### src/sv/pcmg_pkg.sv
package pcmg_pkg;

  // Item kinds carried on the mode field
  localparam logic [1:0] MODE_PIXEL = 2'd0;
  localparam logic [1:0] MODE_COEF  = 2'd1;
  localparam logic [1:0] MODE_GAMMA = 2'd2;

  // Configuration register indexes
  localparam logic [1:0] CFG_MATRIX_EN = 2'd0;
  localparam logic [1:0] CFG_GAMMA_EN  = 2'd1;
  localparam logic [1:0] CFG_SWAP_RB   = 2'd2;

  localparam int CH_W        = 8;
  localparam int NUM_CH      = 3;
  localparam int NUM_COEF    = 9;
  localparam int LUT_ENTRIES = 256;
  localparam int LUT_AW      = $clog2(LUT_ENTRIES);
  localparam int FRAC_BITS   = 32;

  localparam logic [CH_W-1:0] CH_MAX     = 8'd255;
  localparam logic [1:0]      LUT_CH_BAD = 2'd3;
  localparam logic [3:0]      COEF_IDX_LIMIT = 4'd9;

  // Pixel payload in channel order red, green, blue
  typedef struct packed {
    logic [NUM_CH-1:0][CH_W-1:0] ch;
    logic [CH_W-1:0]             byte3;
    logic                        row_end;
  } pix_t;

  // Gamma table write request
  typedef struct packed {
    logic              en;
    logic [1:0]        chan;
    logic [LUT_AW-1:0] idx;
    logic [CH_W-1:0]   val;
  } gw_t;

endpackage

### src/sv/pcmg_sum.sv
module pcmg_sum #(
  parameter int ACC_W = 52
) (
  input  logic                                            clk,
  input  logic                                            en,
  input  logic [pcmg_pkg::NUM_COEF-1:0][ACC_W-1:0]        prod,
  output logic [pcmg_pkg::NUM_CH-1:0][pcmg_pkg::CH_W-1:0] res
);

  localparam int HI = pcmg_pkg::FRAC_BITS + pcmg_pkg::CH_W;
  localparam logic [ACC_W-1:0] ROUND = ACC_W'(64'd1 << (pcmg_pkg::FRAC_BITS - 1));

  logic [pcmg_pkg::NUM_CH-1:0][ACC_W-1:0] sum_r;
  logic [pcmg_pkg::NUM_CH-1:0][ACC_W-1:0] sum_nxt;

  // Row sum plus one half
  always_comb begin
    for (int r = 0; r < pcmg_pkg::NUM_CH; r++) begin
      sum_nxt[r] = prod[r*pcmg_pkg::NUM_CH] + prod[r*pcmg_pkg::NUM_CH+1]
                 + prod[r*pcmg_pkg::NUM_CH+2] + ROUND;
    end
  end

  always_ff @(posedge clk) begin
    if (en) begin
      sum_r <= sum_nxt;
    end
  end

  // Drop the fraction, clamp to 0..255
  always_comb begin
    for (int r = 0; r < pcmg_pkg::NUM_CH; r++) begin
      if (sum_r[r][ACC_W-1]) begin
        res[r] = '0;
      end else if (|sum_r[r][ACC_W-2:HI]) begin
        res[r] = pcmg_pkg::CH_MAX;
      end else begin
        res[r] = sum_r[r][HI-1:pcmg_pkg::FRAC_BITS];
      end
    end
  end

endmodule

### config.mk
export PLATFORM = sky130hd
export DESIGN_NAME = pcmg_sum
export DESIGN_NICKNAME = d
export VERILOG_FILES = /design/src/sv/pcmg_pkg.sv /design/src/sv/pcmg_sum.sv
export SDC_FILE = /design/constraint.sdc
export NUM_CORES = 1
export LEC_CHECK = 0
export BUFFER_PORTS_ARGS = -buffer_cell sky130_fd_sc_hd__buf_2
export CAP_MARGIN = 5
export CORE_AREA = 2 2 193 195
export CTS_CLUSTER_SIZE = 25
export DETAILED_ROUTE_END_ITERATION = 8
export DIE_AREA = 0 0 195 197
export PLACE_DENSITY = 0.72
export SLEW_MARGIN = 20
export SYNTH_ARGS = -nofsm -noshare
export SYNTH_HDL_FRONTEND = slang
export SYNTH_SLANG_ARGS = --single-unit
### constraint.sdc
create_clock -name clk -period 4.5 [get_ports clk]
set_input_delay 0.45 -clock clk [delete_from_list [all_inputs] [get_ports clk]]
set_output_delay 0.45 -clock clk [all_outputs]
set_load 0.01 [all_outputs]
Word-level counts from Yosys, hierarchy flattened
Cells that the tools add are included.
- reductions and logical operators: 3
- $add $sub $neg: 9
- multiplexer cells: 6
- operators by type and width (cell ; number):
    $add 52x52->52 ; 6
    $add 52x32->52 const B ; 3
    $mux 8 ; 6
    $reduce_or 11->1 ; 3
- input bits: 470
- logic and storage cells: 21
- output and inout port bits: 24
- register bits: 156

Longest topological paths before layout
Gate-level depths: netlist of the first run.
- depth in word-level cells: 3
- depth in mapped cells: 15
- mapped depth without buffers: 14

Least setup slack after synthesis of the first run
No wires, ideal clock.
- path type: input -> register
- from: input prod[30] in the netlist's numbering
- to: register sum_r[50] in the netlist's numbering, data pin
- required time: 4365 ps
- slack: 862 ps
- path buffers: 0
- arrival time: 3502 ps
- stages on the path: 14
- library setup time: 135 ps
- cells stage by stage: inv_1 fa_1 inv_1 fa_1 ha_1 a21o_1 a21o_1 a211oi_1 o21ai_1 a31oi_2 o21ai_2 a221o_1 or4_1 nand3_1
- RTL lines (item ; line ; RTL):
    from (decl) ; pcmg_sum.sv:6 ; input logic [pcmg_pkg::NUM_COEF-1:0][ACC_W-1:0] prod,
    to (signal assigned) ; pcmg_sum.sv:26 ; sum_r <= sum_nxt;
    to (decl) ; pcmg_sum.sv:13 ; logic [pcmg_pkg::NUM_CH-1:0][ACC_W-1:0] sum_r;

==> results.py, run 1 <==
metrics = {
    "final_layout": {
        "area_growth_pct": 22.2,
        "layout-drive-gt1-share_pct": 22.3,
        "n_fill_cell": 3479,
        "layout.nets": 3270,
        "num_antenna_cells": 0,
        "reg_top3": "sum_r x60",
        "final_area_um2": 18600,
        "largest_register_ffs": 60,
        "top_register": "sum_r",
    },
    "pwr": {
        "p_int_w": 0.00301,
        "p_total_w": 0.00537,
        "power_leakage_nw": 11.6,
        "vdd_ir_drop_max_mv": 0.176,
        "p_comb_share_pct": 67.1,
        "clockPowerShare_pct": 13.8,
        "p_sw_w": 0.00236,
        "netSwitchingFraction_pct": 44.0,
        "seq_power_share_pct": 19.1,
        "pwr_density_cell_nw_per_um2": 289,
    },
    "cts": {
        "numCtsBuffers": 9,
        "cts_repair_resize_count": 0,
        "path_clk_slew_ns": 0.06,
        "clk_path_buf_depth": 2,
        "root_buffer": "clkbuf_16",
        "post_cts.repair.setup_buffers": 0,
        "htree_levels": 3,
        "cts_hold_repair.buffers": 0,
        "cts_tree": "built",
        "cts.sinks": 60,
    },
    "floorplanning": {
        "die_h_um": 197,
        "die_x_um": 195,
        "pin_count": 494,
        "die-area_um2": 38400,
        "rows": 70,
        "core_region_area_um2": 36300,
        "initial_core_util_pct": 41.9,
    },
    "worst_setup_path": {
        "start_kind": "primary input",
        "critPathRequiredTime_ns": 4.57,
        "cp_num_buf_inv": 3,
        "critPathMaxFanout": 4,
        "crit_path_start": "prod[4]",
        "cpPeakStageDelay_ns": 0.58,
        "crit_type": "in -> reg",
        "end_kind": "flip-flop",
        "crit_arrival_ns": 4.02,
        "cp_cell_sequence": "buf_2 > inv_1 > fa_1 > inv_1 > ha_1 > ha_1 > nand4_1 > o211ai_1 > a21oi_1 > o311ai_1 > a31oi_2 > o311ai_2 > a21oi_1 > o221ai_1 > xor2_1",
        "critPathSlowestCell": "o311ai_1",
        "cp_top_family": "compound AO/OA/AOI/OAI gates",
    },
    "min_path": {
        "min_from": "prod[259]",
        "hold_path_class": "in -> reg",
    },
    "detailed_routing": {
        "wl_per_cell_um": 14.2,
        "drc": 0,
        "wl_met3_um": 2080,
        "vias": 13700,
        "routed_wl_um": 40100,
        "highest_layer": "met4",
        "drt-met1-wl_um": 16300,
        "avgViaCountPerCell": 4.83,
        "first_pass_iters": 5,
        "dr_wl_met2_um": 20800,
        "antenna_left": 0,
        "drt_iter0_drc": 548,
    },
    "global_route": {
        "grt_pass1_vias": 14600,
        "grt_antenna_before_repair": 0,
        "track_usage_pct": 21.0,
        "grt_max_degree": 61,
        "grt.overflow.total": 0,
        "grt_pass1_wl_um": 65600,
    },
    "synth": {
        "syn_area_per_cell_um2": 8.18,
        "ys_types": 65,
        "postSynth.asyncResetShare_pct": 0,
        "synth_seq_area_share_pct": 11.8,
        "synth_cells": 1858,
        "synth_nets": 2772,
        "netlist.area_leader.share_pct": 24.2,
        "yosys_warnings": 0,
        "yosysTopAreaCell": "ha_1",
        "netlist_area_um2": 15200,
        "synth-seq-cells": 60,
        "synth_area_leaders": "ha_1, fa_1, inv_1",
        "synth_ff_type": "edfxtp_1",
        "synth_edf_count": 60,
    },
    "run_status": {
        "status": "finished, final reports clean",
    },
    "timing": {
        "tightest_slew_ns": 0.783,
        "drv_slew": 0,
        "fmax_mhz": 254,
        "hold_viol": 0,
        "setup_viol": 0,
        "rsz0062_at_grt": "no",
        "min_period_ns": 3.94,
        "finalSetupTns_ns": 0,
        "max_slew_margin_pct": 47.8,
        "hold-worst-slack_ns": 0.609,
        "finalCritPeriodShare_pct": 87.6,
    },
    "placed_design": {
        "dp_hpwl_um": 36700,
        "port_buffers": 493,
        "gp_congestion": 0.872,
        "placed_cell_area_um2": 18200,
    },
    "run": {
        "max_cap_violations": 0,
    },
}
## power groups by stage
| stage | Clock (W) | Combinational, W | Sequential [W] |
|---|---|---|---|
| 6_report | 0.000742 | 0.00361 | 0.00102 |
| 5_1_grt | 0.000788 | 0.00410 | 0.00105 |
| 4_1_cts | 0.000763 | 0.00362 | 0.00102 |
| 3_5_place_dp | 0 | 0.00359 | 0.00103 |
| 3_3_place_gp | 0 | 0.00352 | 0.00103 |
| 2_1_floorplan | 0 | 0.00254 | 0.000991 |
## metal layers
metal,up-vias,track usage [%]
li1,6919,-
met5,-,0
met3,61,2.70
met2,456,40.9
met4,0,5.85
met1,6228,23.9
## worst min-delay path, stage by stage
cell and delay (ns):
buf_2 0.08, xnor2_1 0.13, xnor2_1 0.17
## through the flow
stage | utilization (%) | cells | worst slack (ns)
3_3_place_gp | 50.3 | 2813 | 0.419
6_report | 51.2 | 2829 | 0.557
3_5_place_dp | 50.3 | 2813 | 0.306
2_1_floorplan | - | 1858 | 0.862
4_1_cts | 51.2 | 2829 | 0.675
5_1_grt | 51.2 | 2829 | 0.392
## layout make-up
cell class                 instances  area, um^2  area share (%)
clock buffer                       9         225            1.21
clock inverter                     7        98.8           0.532
inverter                         674        2530            13.6
multi-input combinational       1115       10900            58.4
sequential                        60        1800            9.70
tap                              468         586            3.15
timing repair buffer             496        2490            13.4
## cells in the final DEF (no fill, tap or decap), types with 11 or more instances in the layout
cell      instances
buf_2           493
inv_1           674
xnor2_1          46
a211oi_1         12
a31oi_1          12
nor2b_1          12
nand4_1          29
xor2_1           22
edfxtp_1         60
a21o_1           91
nor3_1           11
a21oi_1         136
nor2_1           42
nand2_1          61
o21ai_0          47
fa_1            150
nor4_1           15
nand3_1          21
ha_1            294
## worst paths after layout
kind                endpoint  slack (ns)  depth (start not counted)
hold / removal    sum_r[103]        0.61                          3
setup / recovery   sum_r[44]        0.56                         15
## cells in the mapped netlist, types with 12 or more instances
cell type and instances:
a31oi_1 12, nand2_1 61, xor2_1 22, nand3_1 21
a21oi_1 136, nor2b_1 12, ha_1 294, o21ai_0 47
nand4_1 29, xnor2_1 46, inv_1 674, edfxtp_1 60
a21o_1 91, nor4_1 17, fa_1 150, nor2_1 42
a211oi_1 12
## cells by family after synthesis
group / Yosys count / synth area share, %
DFF: 60 / 11.8
and+or+nand+nor: 232 / 7.82
adders and majority gates: 444 / 43.9
AOI/OAI and AO/OA: 371 / 15.6
xor gates and xnor gates: 68 / 3.92
buffers and inverters: 683 / 16.9
Note: power is estimated with default switching activity, not from simulation.
==> run 2, diff against run 1 <==
- CORE_AREA: 2 2 193 195 -> 2 2 192 194
- DIE_AREA: 0 0 195 197 -> 0 0 194 196
- PLACE_DENSITY: 0.72 -> 0.73
==> run 2 against run 1 <==
Critical path depth stayed put. Non-clock buffer count unchanged. Sequential power barely moved. Largest cell class unchanged. Critical endpoint unchanged.
==> results.py, run 2 (synthesized netlist as in run 1, its figures left out) <==
metrics = {
    "floorplanning": {
        "die_x_um": 194,
        "pin_count": 494,
        "core_region_area_um2": 36100,
        "die_h_um": 196,
        "initial_core_util_pct": 42.1,
        "die-area_um2": 38000,
        "rows": 70,
    },
    "cts": {
        "numCtsBuffers": 9,
        "htree_levels": 3,
        "clk_path_buf_depth": 2,
        "cts_tree": "built",
        "cts.sinks": 60,
        "path_clk_slew_ns": 0.06,
        "cts_hold_repair.buffers": 0,
        "root_buffer": "clkbuf_16",
        "post_cts.repair.setup_buffers": 0,
        "cts_repair_resize_count": 0,
    },
    "final_layout": {
        "fin_util_pct": 51.5,
        "reg_top3": "sum_r x60",
        "layout_commonest_cell": "inv_1",
        "layout.nets": 3270,
        "area_growth_pct": 22.3,
        "largest_register_ffs": 60,
        "n_fill_cell": 3472,
        "layout.cells.most_common_list": "inv_1, buf_2, ha_1",
        "multi_input_area_um2": 10900,
        "layout-drive-gt1-share_pct": 22.3,
        "top_register": "sum_r",
        "seq_area_um2": 1800,
    },
    "timing": {
        "rsz0062_at_grt": "no",
        "setup_viol": 0,
        "min_period_ns": 3.97,
        "hold_viol": 0,
        "finalCritPeriodShare_pct": 88.3,
        "drv_slew": 0,
        "hold-worst-slack_ns": 0.608,
        "max_slew_margin_pct": 54.6,
        "finalSetupTns_ns": 0,
        "tightest_slew_ns": 0.675,
        "fmax_mhz": 252,
    },
    "placed_design": {
        "gp_congestion": 0.926,
        "dp_hpwl_um": 36700,
        "port_buffers": 493,
    },
    "pwr": {
        "vdd_ir_drop_max_mv": 0.207,
        "pwr_density_cell_nw_per_um2": 290,
        "power_leakage_nw": 11.6,
    },
    "worst_setup_path": {
        "cpPeakStageDelay_ns": 0.55,
        "crit_type": "in -> reg",
        "crit_arrival_ns": 4.05,
        "start_kind": "primary input",
        "critPathSlowestCell": "o311ai_1",
        "cp_cell_sequence": "buf_2 > inv_1 > fa_1 > inv_1 > ha_1 > ha_1 > nand4_1 > o211ai_1 > a21oi_1 > o311ai_1 > a31oi_2 > o311ai_2 > a21oi_1 > o221ai_1 > xor2_1",
        "critPathMaxFanout": 4,
        "crit_path_start": "prod[4]",
        "end_kind": "flip-flop",
        "critPathRequiredTime_ns": 4.57,
    },
    "detailed_routing": {
        "first_pass_iters": 5,
        "wl_per_cell_um": 14.2,
        "drc": 0,
        "antenna_left": 0,
        "vias": 13800,
        "avgViaCountPerCell": 4.87,
        "drt_iter0_drc": 512,
        "routed_wl_um": 40100,
    },
    "global_route": {
        "grt_pass1_wl_um": 65700,
        "grt_max_degree": 41,
        "grt_pass1_vias": 14500,
        "track_usage_pct": 21.0,
        "grt.overflow.total": 0,
        "grt_antenna_before_repair": 2,
    },
    "run": {
        "max_cap_violations": 0,
    },
    "min_path": {
        "hold_path_class": "in -> reg",
        "min_from": "en",
    },
    "run_status": {
        "status": "finished, final reports clean",
    },
}
run 2: changes by cell type in the layout (fill, tap and decap cells not counted):
cell	delta
diode_2	+2
run 2: metal layers:
layer | vias up | global-route usage (%) | wire length (um) | share of wire [%]
li1 | 6916 | - | - | -
met1 | 6330 | 24.2 | 16100 | 40
met2 | 483 | 40.6 | 21000 | 52
met3 | 65 | 2.34 | 2040 | 5.1
met4 | 0 | 6.03 | 921 | 2.3
met5 | - | 0 | 0 | 0
run 2: stage by stage:
stage	setup slack, ns	instances	instance area, um^2	power, W
4_1_cts	0.610	2829	18600	0.00540
3_3_place_gp	0.379	2813	18200	0.00456
5_1_grt	0.326	2830	18600	0.00594
6_report	0.526	2831	18600	0.00538
2_1_floorplan	0.862	1858	15200	0.00354
3_5_place_dp	0.243	2813	18200	0.00462
run 2: worst paths after layout:
kind | endpoint | slack, ns | cells after the start
min | sum_r[155] | 0.61 | 1
max | sum_r[44] | 0.53 | 15
run 2: where the power goes:
| group | internal, W | leakage [nW] | switching (W) |
|---|---|---|---|
| sequential | 0.000944 | 0.587 | 0.0000779 |
| combinational | 0.00158 | 10.9 | 0.00204 |
| clock | 0.000487 | 0.156 | 0.000255 |
| total | 0.00301 | 11.6 | 0.00237 |
run 2: area by class of cell:
class                   instances  area share [%]
multi-input cells            1115            58.4
inverters                     674            13.6
repair buffers                496            13.4
flip-flops and latches         60            9.69
well taps                     468            3.15
clock buffers                   9            1.21
clock inverters                 7           0.532
diodes                          2          0.0269
run 2: critical path: cells and delay by family:
kind                     cells  cell delay, ns
AO/OA/AOI/OAI                7            2.10
XOR/XNOR                     1            0.11
adder cells (fa/ha/maj)      3            1.12
buffers and inverters        3            0.17
AND/OR/NAND/NOR              1            0.09
==> run 3, diff against run 2 <==
--- a/config.mk
+++ b/config.mk
@@ -7,2 +7,3 @@
 export LEC_CHECK = 0
+export ABC_CLOCK_PERIOD_IN_PS = 4500
 export BUFFER_PORTS_ARGS = -buffer_cell sky130_fd_sc_hd__buf_2
==> constraint.sdc (replaced) <==
create_clock -name clk -period 4.5 [get_ports clk]
set_input_delay 0.225 -clock clk [delete_from_list [all_inputs] [get_ports clk]]
set_output_delay 0.225 -clock clk [all_outputs]
set_load 0.01 [all_outputs]
==> run 3 against run 2 <==
Via count shrank 0.57%. First-iteration DRC count shrank 21%. Non-clock buffer count is the same. Cell count is essentially flat. Sequential cell count is the same. Largest cell class unchanged.
==> results.py, run 3 (synthesized netlist as in run 1, its figures left out) <==
metrics = {
    "run_status": {
        "status": "finished, final reports clean",
    },
    "final_layout": {
        "area_growth_pct": 22.3,
        "layout.nets": 3270,
        "layout_commonest_cell": "inv_1",
        "largest_register_ffs": 60,
        "reg_top3": "sum_r x60",
        "top_register": "sum_r",
        "layout.cells.most_common_list": "inv_1, buf_2, ha_1",
        "layout-drive-gt1-share_pct": 22.3,
        "fin_util_pct": 51.5,
    },
    "detailed_routing": {
        "first_pass_iters": 5,
        "drc": 0,
        "wl_per_cell_um": 14.1,
        "vias": 13700,
        "wl_met3_um": 2140,
        "routed_wl_um": 39900,
        "drt_iter0_drc": 406,
        "dr_wl_met2_um": 20400,
        "antenna_left": 0,
        "avgViaCountPerCell": 4.84,
        "drt-met1-wl_um": 16100,
        "highest_layer": "met4",
    },
    "cts": {
        "htree_levels": 3,
        "cts.sinks": 60,
        "clk_path_buf_depth": 2,
        "cts_tree": "built",
        "cts_hold_repair.buffers": 0,
        "numCtsBuffers": 9,
        "path_clk_slew_ns": 0.06,
        "post_cts.repair.setup_buffers": 0,
        "cts_repair_resize_count": 0,
        "root_buffer": "clkbuf_16",
    },
    "timing": {
        "hold_viol": 0,
        "tightest_slew_ns": 0.772,
        "max_slew_margin_pct": 48.6,
        "finalCritPeriodShare_pct": 80.9,
        "fmax_mhz": 275,
        "drv_slew": 0,
        "min_period_ns": 3.64,
        "setup_viol": 0,
        "finalSetupTns_ns": 0,
        "rsz0062_at_grt": "no",
    },
    "worst_setup_path": {
        "end_kind": "flip-flop",
        "crit_type": "in -> reg",
        "start_kind": "primary input",
        "critPathMaxFanout": 4,
        "crit_path_start": "prod[4]",
        "critPathRequiredTime_ns": 4.58,
        "crit_arrival_ns": 3.72,
        "cp-endpoint": "sum_r[43]",
    },
    "global_route": {
        "grt_pass1_wl_um": 65400,
        "track_usage_pct": 20.9,
        "grt_antenna_before_repair": 3,
        "grt_pass1_vias": 14500,
        "grt.overflow.total": 0,
        "grt_max_degree": 61,
    },
    "floorplanning": {
        "die_x_um": 194,
        "rows": 70,
        "die_h_um": 196,
        "die-area_um2": 38000,
        "pin_count": 494,
        "initial_core_util_pct": 42.1,
        "core_region_area_um2": 36100,
    },
    "placed_design": {
        "dp_hpwl_um": 36500,
        "port_buffers": 493,
        "gp_congestion": 0.921,
    },
    "run": {
        "max_cap_violations": 0,
    },
    "pwr": {
        "pwr_density_cell_nw_per_um2": 289,
        "power_leakage_nw": 11.6,
        "vdd_ir_drop_max_mv": 0.231,
    },
    "min_path": {
        "hold_path_class": "in -> reg",
    },
}
## run 3: worst min-delay path by stage
stage               cells past startpoint         end  slack, ns  startpoint
floorplan                               0  sum_r[100]       0.34          en
global placement                        3  sum_r[103]       0.74   prod[259]
detailed placement                      3  sum_r[103]       0.74   prod[259]
CTS                                     3  sum_r[103]       0.39   prod[259]
global route                            3  sum_r[103]       0.38   prod[259]
finish                                  3  sum_r[103]       0.36   prod[259]
## run 3: cell type report
cell class,instances,area (um^2)
Antenna cell,3,7.51
Sequential cell,60,1800
Inverter,674,2530
Tap cell,468,586
Fill cell,3464,17500
Clock inverter,7,98.8
Timing Repair Buffer,496,2490
Clock buffer,9,225
Multi-Input combinational cell,1115,10900
## run 3: per-layer routing
layer | vias up | GRT usage (%)
li1 | 6911 | -
met1 | 6304 | 23.4
met2 | 439 | 40.2
met3 | 61 | 3.08
met4 | 0 | 7.21
met5 | - | 0
## run 3: power by group
part | total, W | switching (W) | leakage [nW] | internal, W
logic | 0.00361 | 0.00203 | 10.9 | 0.00158
clock network | 0.000741 | 0.000254 | 0.156 | 0.000487
registers | 0.00102 | 0.0000790 | 0.587 | 0.000944
total | 0.00537 | 0.00236 | 11.6 | 0.00301
## run 3: critical path: stages
cell	delay [ns]
buf_2	0.08
inv_1	0.06
fa_1	0.53
inv_1	0.04
ha_1	0.26
ha_1	0.31
nand4_1	0.10
o211ai_1	0.22
a21oi_1	0.14
o311ai_1	0.53
a31oi_2	0.28
o311ai_2	0.40
a21oi_1	0.19
o21ai_0	0.26
xnor2_1	0.10
## run 3: per-stage QoR
stage                     area (um^2)  instances  setup WS [ns]  power [W]  hold slack (ns)
after floorplan                 15200       1858           1.09    0.00354            0.337
final                           18600       2832          0.860    0.00537            0.363
after detailed placement        18200       2813          0.500    0.00462            0.738
after global routing            18600       2830          0.526    0.00593            0.379
after CTS                       18600       2829          0.878    0.00540            0.388
after global placement          18200       2813          0.600    0.00456            0.741
